===== src/rtl/core/assert_macros.svh =====
// ----------------------------------------------------------------------------
// assert_macros.svh
// Assertion helpers shared by the RTL; empty when SYNTH is defined.
// ----------------------------------------------------------------------------
`ifndef ASSERT_MACROS_SVH
`define ASSERT_MACROS_SVH
`ifndef SYNTH
`define ASSERT_SYNC(label, clk, rst, prop, msg) \
  label: assert property (@(posedge clk) disable iff (rst) (prop)) else $error(msg);
`define ASSERT_NEXT(label, clk, rst, ante, cons, msg) \
  label: assert property (@(posedge clk) disable iff (rst) (ante) |=> (cons)) else $error(msg);
`else
`define ASSERT_SYNC(label, clk, rst, prop, msg)
`define ASSERT_NEXT(label, clk, rst, ante, cons, msg)
`endif
`endif


===== src/rtl/core/lts_pkg.sv =====
// ----------------------------------------------------------------------------
// lts_pkg
// Field widths, command, status and register codes of the lottery scheduler.
// ----------------------------------------------------------------------------
package lts_pkg;

  localparam int CMD_W      = 2;
  localparam int BURST_W    = 16;
  localparam int NODE_W     = 4;
  localparam int PID_W      = 22;
  localparam int RAND_W     = 32;
  localparam int STATUS_W   = 2;
  localparam int WIDX_W     = 4;
  localparam int TICKET_W   = 13;
  localparam int CFG_IDX_W  = 2;
  localparam int CFG_DATA_W = 4;

  localparam logic [CMD_W-1:0] CMD_ADD   = 2'd0;
  localparam logic [CMD_W-1:0] CMD_DRAW  = 2'd1;
  localparam logic [CMD_W-1:0] CMD_CLEAR = 2'd2;

  localparam logic [STATUS_W-1:0] ST_OK    = 2'd0;
  localparam logic [STATUS_W-1:0] ST_FULL  = 2'd1;
  localparam logic [STATUS_W-1:0] ST_EMPTY = 2'd2;

  localparam logic [CFG_IDX_W-1:0] CFG_LOCALITY  = 2'd0;
  localparam logic [CFG_IDX_W-1:0] CFG_PREF_NODE = 2'd1;

  localparam int BURST_DIV    = 10;
  localparam int BASE_TICKETS = 10;
  localparam int BONUS_TICKETS = 5;
  // largest ticket count of one entry: 65535/10 + 10 + 5
  localparam int TICKET_MAX   = 6568;

  // x/10 for any 16-bit x: (x * 52429) >> 19
  localparam int BURST_PROD_W = 32;
  localparam int BURST_RECIP  = 52429;
  localparam int BURST_SHIFT  = 19;

endpackage


===== src/rtl/core/lts_divider.sv =====
// ----------------------------------------------------------------------------
// lts_divider
// Restoring divider giving the remainder, one quotient bit per cycle; done
// pulses when the last quotient bit has been formed.
// ----------------------------------------------------------------------------
module lts_divider #(
  parameter int DIVIDEND_W = 32,
  parameter int DIVISOR_W  = 17
) (
  input  logic                  clk,
  input  logic                  rst,
  input  logic                  start,
  input  logic [DIVIDEND_W-1:0] dividend,
  input  logic [DIVISOR_W-1:0]  divisor,
  output logic                  busy,
  output logic                  done,
  output logic [DIVISOR_W-1:0]  remainder
);

  localparam int CNT_W = $clog2(DIVIDEND_W + 1);

  logic [CNT_W-1:0]      cnt;
  logic [DIVIDEND_W-1:0] quotient;
  logic [DIVISOR_W-1:0]  dsr;
  logic [DIVISOR_W:0]    trial;
  logic                  q_bit;
  logic [DIVISOR_W-1:0]  rem_next;

  always_comb begin
    trial    = {remainder, quotient[DIVIDEND_W-1]};
    q_bit    = (trial >= {1'b0, dsr});
    rem_next = q_bit ? DIVISOR_W'(trial - {1'b0, dsr}) : trial[DIVISOR_W-1:0];
  end

  always_ff @(posedge clk) begin
    if (rst) begin
      busy <= 1'b0;
      done <= 1'b0;
    end else begin
      done <= 1'b0;
      if (start) begin
        busy      <= 1'b1;
        cnt       <= CNT_W'(DIVIDEND_W);
        quotient  <= dividend;
        remainder <= '0;
        dsr       <= divisor;
      end else if (busy) begin
        remainder <= rem_next;
        quotient  <= {quotient[DIVIDEND_W-2:0], q_bit};
        cnt       <= cnt - CNT_W'(1);
        if (cnt == CNT_W'(1)) begin
          busy <= 1'b0;
          done <= 1'b1;
        end
      end
    end
  end

endmodule


===== src/rtl/core/lottery_ticket_scheduler.sv =====
// ----------------------------------------------------------------------------
// lottery_ticket_scheduler
// Lottery scheduling table: add entries, draw a winner, clear.
// ----------------------------------------------------------------------------
// One request is taken at a time; in_stall stays high until its result has
// been loaded into the output register. An add computes burst/10 by
// reciprocal multiply, then does one table write. A draw takes the random
// value modulo the ticket total in the divider (32-step modulo), then scans
// the ticket memory one slot at a time, a read state then an accumulate state.
// Clear, refused requests and command 3 go straight to the result state.
// Configuration writes are always accepted (cfg_ready is tied high).
`include "assert_macros.svh"

module lottery_ticket_scheduler #(
  parameter int MAX_ENTRIES = 16
) (
  input  logic                             clk,
  input  logic                             rst,
  input  logic                             in_valid,
  output logic                             in_stall,
  input  logic [lts_pkg::CMD_W-1:0]        command,
  input  logic [lts_pkg::BURST_W-1:0]      run_length,
  input  logic [lts_pkg::NODE_W-1:0]       home_node,
  input  logic [lts_pkg::PID_W-1:0]        process_id,
  input  logic [lts_pkg::RAND_W-1:0]       random_value,
  output logic                             out_valid,
  input  logic                             out_stall,
  output logic [lts_pkg::STATUS_W-1:0]     status,
  output logic [lts_pkg::WIDX_W-1:0]       winner_index,
  output logic [lts_pkg::PID_W-1:0]        winner_id,
  output logic [lts_pkg::TICKET_W-1:0]     ticket_value,
  input  logic                             cfg_valid,
  output logic                             cfg_ready,
  input  logic [lts_pkg::CFG_IDX_W-1:0]    cfg_index,
  input  logic [lts_pkg::CFG_DATA_W-1:0]   cfg_data
);

  import lts_pkg::*;

  localparam int TOT_W = $clog2(MAX_ENTRIES * TICKET_MAX + 1);
  localparam int IW    = $clog2(MAX_ENTRIES);
  localparam int CW    = $clog2(MAX_ENTRIES + 1);

  typedef enum logic [2:0] {
    S_IDLE,
    S_DIV,
    S_ADD_WR,
    S_SCAN_RD,
    S_SCAN_ACC,
    S_DONE
  } state_t;

  state_t state;

  logic              locality_enabled;
  logic [NODE_W-1:0] bonus_node;

  logic [CW-1:0]    entry_count;
  logic [TOT_W-1:0] ticket_total;

  logic               cur_bonus;
  logic [PID_W-1:0]   cur_pid;
  logic [BURST_W-1:0] cur_burst;
  logic [TOT_W-1:0]   win;
  logic [TOT_W-1:0]   scan_sum;
  logic [IW-1:0]      scan_idx;

  logic [STATUS_W-1:0] res_status;
  logic [WIDX_W-1:0]   res_widx;
  logic [PID_W-1:0]    res_wid;
  logic [TICKET_W-1:0] res_tval;

  logic [TICKET_W-1:0] ticket_mem [MAX_ENTRIES];
  logic [PID_W-1:0]    id_mem [MAX_ENTRIES];
  logic [TICKET_W-1:0] rd_ticket;
  logic [PID_W-1:0]    rd_id;

  logic             accept;
  logic             div_start;
  logic             div_busy;
  logic             div_done;
  logic [TOT_W-1:0] div_rem;

  logic [BURST_PROD_W-1:0] burst_prod;
  logic [TICKET_W-1:0]     add_tickets;
  logic [TOT_W-1:0]        sum_next;
  logic                    scan_last;

  assign in_stall  = (state != S_IDLE);
  assign cfg_ready = 1'b1;
  assign accept    = in_valid && !in_stall;
  assign div_start = accept && (command == CMD_DRAW) && (entry_count != '0);

  lts_divider #(
    .DIVIDEND_W (RAND_W),
    .DIVISOR_W  (TOT_W)
  ) u_div (
    .clk       (clk),
    .rst       (rst),
    .start     (div_start),
    .dividend  (random_value),
    .divisor   (ticket_total),
    .busy      (div_busy),
    .done      (div_done),
    .remainder (div_rem)
  );

  always_comb begin
    burst_prod  = BURST_PROD_W'(cur_burst) * BURST_PROD_W'(BURST_RECIP);
    add_tickets = burst_prod[BURST_SHIFT +: TICKET_W] + TICKET_W'(BASE_TICKETS)
                + (cur_bonus ? TICKET_W'(BONUS_TICKETS) : TICKET_W'(0));
    sum_next    = scan_sum + TOT_W'(rd_ticket);
    scan_last   = (CW'(scan_idx) + CW'(1) >= entry_count);
  end

  // ticket and id storage, registered read
  always_ff @(posedge clk) begin
    if (state == S_ADD_WR) begin
      ticket_mem[entry_count[IW-1:0]] <= add_tickets;
      id_mem[entry_count[IW-1:0]]     <= cur_pid;
    end
    rd_ticket <= ticket_mem[scan_idx];
    rd_id     <= id_mem[scan_idx];
  end

  always_ff @(posedge clk) begin
    if (rst) begin
      locality_enabled <= 1'b1;
      bonus_node       <= '0;
    end else if (cfg_valid && cfg_ready) begin
      case (cfg_index)
        CFG_LOCALITY:  locality_enabled <= cfg_data[0];
        CFG_PREF_NODE: bonus_node       <= cfg_data[NODE_W-1:0];
        default: ;
      endcase
    end
  end

  always_ff @(posedge clk) begin
    if (rst) begin
      state        <= S_IDLE;
      entry_count  <= '0;
      ticket_total <= '0;
      out_valid    <= 1'b0;
    end else begin
      if (out_valid && !out_stall && state != S_DONE) begin
        out_valid <= 1'b0;
      end
      case (state)
        S_IDLE: begin
          if (accept) begin
            cur_bonus  <= locality_enabled && (home_node == bonus_node);
            cur_pid    <= process_id;
            cur_burst  <= run_length;
            res_status <= ST_OK;
            res_widx   <= '0;
            res_wid    <= '0;
            res_tval   <= '0;
            state      <= S_DONE;
            case (command)
              CMD_ADD: begin
                if (entry_count >= CW'(MAX_ENTRIES)) begin
                  res_status <= ST_FULL;
                end else begin
                  state <= S_ADD_WR;
                end
              end
              CMD_DRAW: begin
                if (entry_count == '0) begin
                  res_status <= ST_EMPTY;
                end else begin
                  state <= S_DIV;
                end
              end
              CMD_CLEAR: begin
                entry_count  <= '0;
                ticket_total <= '0;
              end
              default: ;
            endcase
          end
        end
        S_DIV: begin
          if (div_done) begin
            win      <= div_rem + TOT_W'(1);
            scan_sum <= '0;
            scan_idx <= '0;
            state    <= S_SCAN_RD;
          end
        end
        S_ADD_WR: begin
          entry_count  <= entry_count + CW'(1);
          ticket_total <= ticket_total + TOT_W'(add_tickets);
          res_tval     <= add_tickets;
          state        <= S_DONE;
        end
        S_SCAN_RD: begin
          state <= S_SCAN_ACC;
        end
        S_SCAN_ACC: begin
          scan_sum <= sum_next;
          if (sum_next >= win || scan_last) begin
            res_widx <= WIDX_W'(scan_idx);
            res_wid  <= rd_id;
            res_tval <= TICKET_W'(win);
            state    <= S_DONE;
          end else begin
            scan_idx <= scan_idx + IW'(1);
            state    <= S_SCAN_RD;
          end
        end
        S_DONE: begin
          if (!out_valid || !out_stall) begin
            out_valid    <= 1'b1;
            status       <= res_status;
            winner_index <= res_widx;
            winner_id    <= res_wid;
            ticket_value <= res_tval;
            state        <= S_IDLE;
          end
        end
        default: state <= S_IDLE;
      endcase
    end
  end

  `ASSERT_SYNC(a_count_range, clk, rst, entry_count <= CW'(MAX_ENTRIES), "entry count overflow")
  `ASSERT_SYNC(a_total_empty, clk, rst, (entry_count == '0) == (ticket_total == '0), "total/count mismatch")
  `ASSERT_NEXT(a_busy_after_req, clk, rst, accept, in_stall, "request taken but not busy")
  `ASSERT_SYNC(a_scan_range, clk, rst, (state != S_SCAN_ACC) || (CW'(scan_idx) < entry_count), "scan past last entry")
  `ASSERT_SYNC(a_div_wait, clk, rst, (state != S_DIV) || div_busy || div_done, "divider idle while waited on")

endmodule


===== config.mk =====
export PLATFORM = sky130hd
export DESIGN_NAME = lottery_ticket_scheduler
export DESIGN_NICKNAME = d
export VERILOG_FILES = /design/src/rtl/core/lts_pkg.sv /design/src/rtl/core/lts_divider.sv /design/src/rtl/core/lottery_ticket_scheduler.sv
export VERILOG_INCLUDE_DIRS = /design/src /design/src/rtl/core
export SDC_FILE = /design/constraint.sdc
export NUM_CORES = 1
export LEC_CHECK = 0
export ABC_AREA = 1
export ABC_CLOCK_PERIOD_IN_PS = 13800
export BUFFER_PORTS_ARGS = -buffer_cell sky130_fd_sc_hd__buf_2
export CAP_MARGIN = 20
export CORE_MARGIN = 10
export CORE_UTILIZATION = 65
export DETAILED_ROUTE_END_ITERATION = 16
export GPL_ROUTABILITY_DRIVEN = 1
export PLACE_DENSITY = 0.83
export SYNTH_ARGS = -nofsm -noshare
export SYNTH_HDL_FRONTEND = slang
export SYNTH_SLANG_ARGS = --single-unit

===== constraint.sdc =====
create_clock -name clk -period 13.8 [get_ports clk]
set_clock_uncertainty 0.1 [all_clocks]
set_input_delay 1.38 -clock clk [delete_from_list [all_inputs] [get_ports clk]]
set_output_delay 1.38 -clock clk [all_outputs]
set_load 0.01 [all_outputs]

==> impl_metrics.json <==
{
  "run_status": "finished, final reports clean",
  "synth_most_common_cell": "edfxtp_1",
  "buffer_ports.inserted": 129,
  "grt_pass1_wl_um": 151700,
  "route.vias.total": 27780,
  "core_area_um2": 61710,
  "clkSlewWorstSetupHoldPaths_ns": 0.06,
  "avgViaCountPerCell": 6.019,
  "cts_tree": "built",
  "relSlewSlack": 0.2746,
  "dpl.hpwl_um": 58460,
  "number_of_drc_markers_after_the_initial_detailed_route_iteration": 3281,
  "ys_ff_latch": 859,
  "rsz_0062_raised_after_global_routing": "false",
  "tightestPinTransition_ns": 1.088,
  "timing.critical_path.from_type": "flip-flop",
  "final-instance-count-excl-fill": 4616,
  "hold_path.class": "flip-flop to flip-flop",
  "drt_drc_violations_left": 0,
  "cts.root.buffer_cell": "clkbuf_16",
  "syn2layout_area_growth_pct": 11.21,
  "timing.critical_path.to_type": "flip-flop",
  "synthTopCellsByArea": "edfxtp_1 (59%), ha_1 (6.4%), o21ai_0 (4.8%)",
  "gpl.final_weighted_congestion": 0.9323,
  "syn-instance-count": 3587,
  "proportion_of_netlist_area_held_by_the_largest_area_contributor": 0.5871,
  "critical_path_class": "flip-flop to flip-flop",
  "wire_length_reported_by_the_detailed_router_um": 97530,
  "maxCapViolations": 0,
  "report.final.slew_viol_count": 0,
  "cts_max_level": 3,
  "synth_area_um2": 40460,
  "fin_tns_setup_ns": 0,
  "filler_cell_count": 3974,
  "cpMostUsedCell": "inv_1",
  "post_route_cells_drive_above_1_share": 0.09899,
  "dpl_cell_area_um2": 42090,
  "antenna_violations_before_repair": 2,
  "critPathMaxFanout": 17,
  "yosysWarnings": 0,
  "final_net_count": 4083,
  "post_cts_buffers": 0,
  "cts_resized": 0,
  "fp.dieW_um": 269.5,
  "finish.utilization": 0.7291,
  "drt-wirelength-per-cell_um": 21.13,
  "clock.fmax_mhz": 125.7,
  "clk_path_buf_depth": 3,
  "grt_pass1_vias": 27280,
  "synth-edff-count": 791,
  "synth.net_count": 3963,
  "period_minus_slack_ns": 7.957,
  "cpPeakStageDelay_ns": 0.53,
  "clkSinkCount": 859,
  "ys_seq_area_frac": 0.6207,
  "clock_insertion_delay_worst_skew_ns": 0.64,
  "report.final.setup_viol": 0,
  "min_period_over_period": 0.5766,
  "synth_largest_area_cell": "edfxtp_1",
  "firstDrtPassIters": 6,
  "initial_core_util": 0.6556,
  "gr-usage-all-layers": 0.2646,
  "drtAntennaViolNets": 0,
  "chipHeight_um": 269.5,
  "dp_cells": 4455,
  "dieArea_um2": 72620,
  "post_route_cell_area_um2": 45000,
  "synth.distinct_cells": 52,
  "synth_top_cells_by_count": "edfxtp_1 (791), nor2_1 (496), nand2_1 (421), inv_1 (387), o21ai_0 (386)",
  "cts_inserted_buffers": 85,
  "cts.hold.buffers_added": 0,
  "grt_overflow_total": 0,
  "synth.avg_cell_area_um2": 11.28,
  "ioPinCount": 131,
  "async_flop_share": 0,
  "critPathSlowestCell": "fa_1",
  "maximum_number_of_pins_on_one_net_before_global_route_repair": 172,
  "hold_viol_final": 0,
  "commonest_register_cell_after_synthesis": "edfxtp_1",
  "endpoint_required_time_on_the_critical_path_ns": 14.22,
  "timing.critical_path.arrival_ns": 8.37,
  "floorplan.rows": 91
}
-- registers in the layout, indices dropped and copies added (netlist names), 17 cells and up --
register,count
u_div.dsr,17
rd_id,22
winner_id,22
ticket_mem,208
scan_sum,17
ticket_total,17
cur_pid,22
u_div.remainder,17
id_mem,352
u_div.quotient,32
res_wid,22
win,17
-- area by class of cell --
type / instances / area [µm²] / share of cell area
Sequential cell: 859 / 25110 / 0.5581
Multi-Input combinational cell: 2188 / 13460 / 0.2991
Clock buffer: 116 / 2426 / 0.05392
Inverter: 400 / 1508 / 0.03351
Tap cell: 837 / 1047 / 0.02327
Timing Repair Buffer: 173 / 1016 / 0.02258
Clock inverter: 42 / 424.2 / 0.009427
Antenna cell: 1 / 2.502 / 0.00005561
-- cell usage in the layout (no fill, tap or decap), types with 15 or more instances in the layout --
master,n
clkbuf_1,15
inv_1,384
o21ai_0,385
fa_1,83
xor2_1,38
ha_1,206
a21oi_1,127
buf_2,129
nand2_1,421
buf_4,42
nor2_4,19
xnor2_1,17
edfxtp_1,791
nor3_1,29
nand3_1,66
dfxtp_1,68
clkbuf_16,87
o22ai_1,168
nor2_1,477
nand4_1,25
-- worst max-delay path: cells and delay by family, from the launching register on --
| kind | cells | cell delay, ns |
|---|---|---|
| adders and majority gates | 9 | 3.98 |
| and+or+nand+nor | 14 | 1.93 |
| AOI/OAI and AO/OA | 5 | 0.70 |
| DFF | 1 | 0.52 |
| buffers and inverters | 6 | 0.37 |
| xor gates and xnor gates | 1 | 0.21 |
-- through the flow --
stage | setup slack (ns) | hold WS, ns
after floorplan | 6.797 | 0.3003
after CTS | 5.943 | 0.3121
after global placement | 6.156 | 0.3023
after global routing | 5.224 | 0.3198
after detailed placement | 6.022 | 0.3045
final | 5.843 | 0.3124
-- cells by family after synthesis --
logic type | synth area share
xor gates and xnor gates | 0.01191
and+or+nand+nor | 0.1098
AOI/OAI and AO/OA | 0.1022
adders and majority gates | 0.1048
buffers and inverters | 0.05047
other | 0.00009268
DFF | 0.6207
-- worst paths after layout --
check,startpoint,endpoint,slack [ns],depth (start not counted)
worst max-delay path,cur_burst[4]$_DFFE_PP_,ticket_total[16]$_SDFFE_PP0P_,5.84,35
worst min-delay path,res_wid[14]$_SDFFCE_PN0P_,winner_id[14]$_DFFE_PP_,0.31,0
worst max register to register,cur_burst[4]$_DFFE_PP_,ticket_total[16]$_SDFFE_PP0P_,5.84,35
worst min register to register,res_wid[14]$_SDFFCE_PN0P_,winner_id[14]$_DFFE_PP_,0.31,0
-- routing by layer --
layer,part of all wire,wire (µm),GRT usage
met4,0.039,3766,0.1093
met2,0.48,46360,0.4308
met3,0.10,10140,0.04895
met1,0.38,37260,0.3482
met5,0.000082,8,0
Power is left out: the tool's default activity adds up to more than one toggle a clock period on the data nets, which glitch-free logic cannot reach.
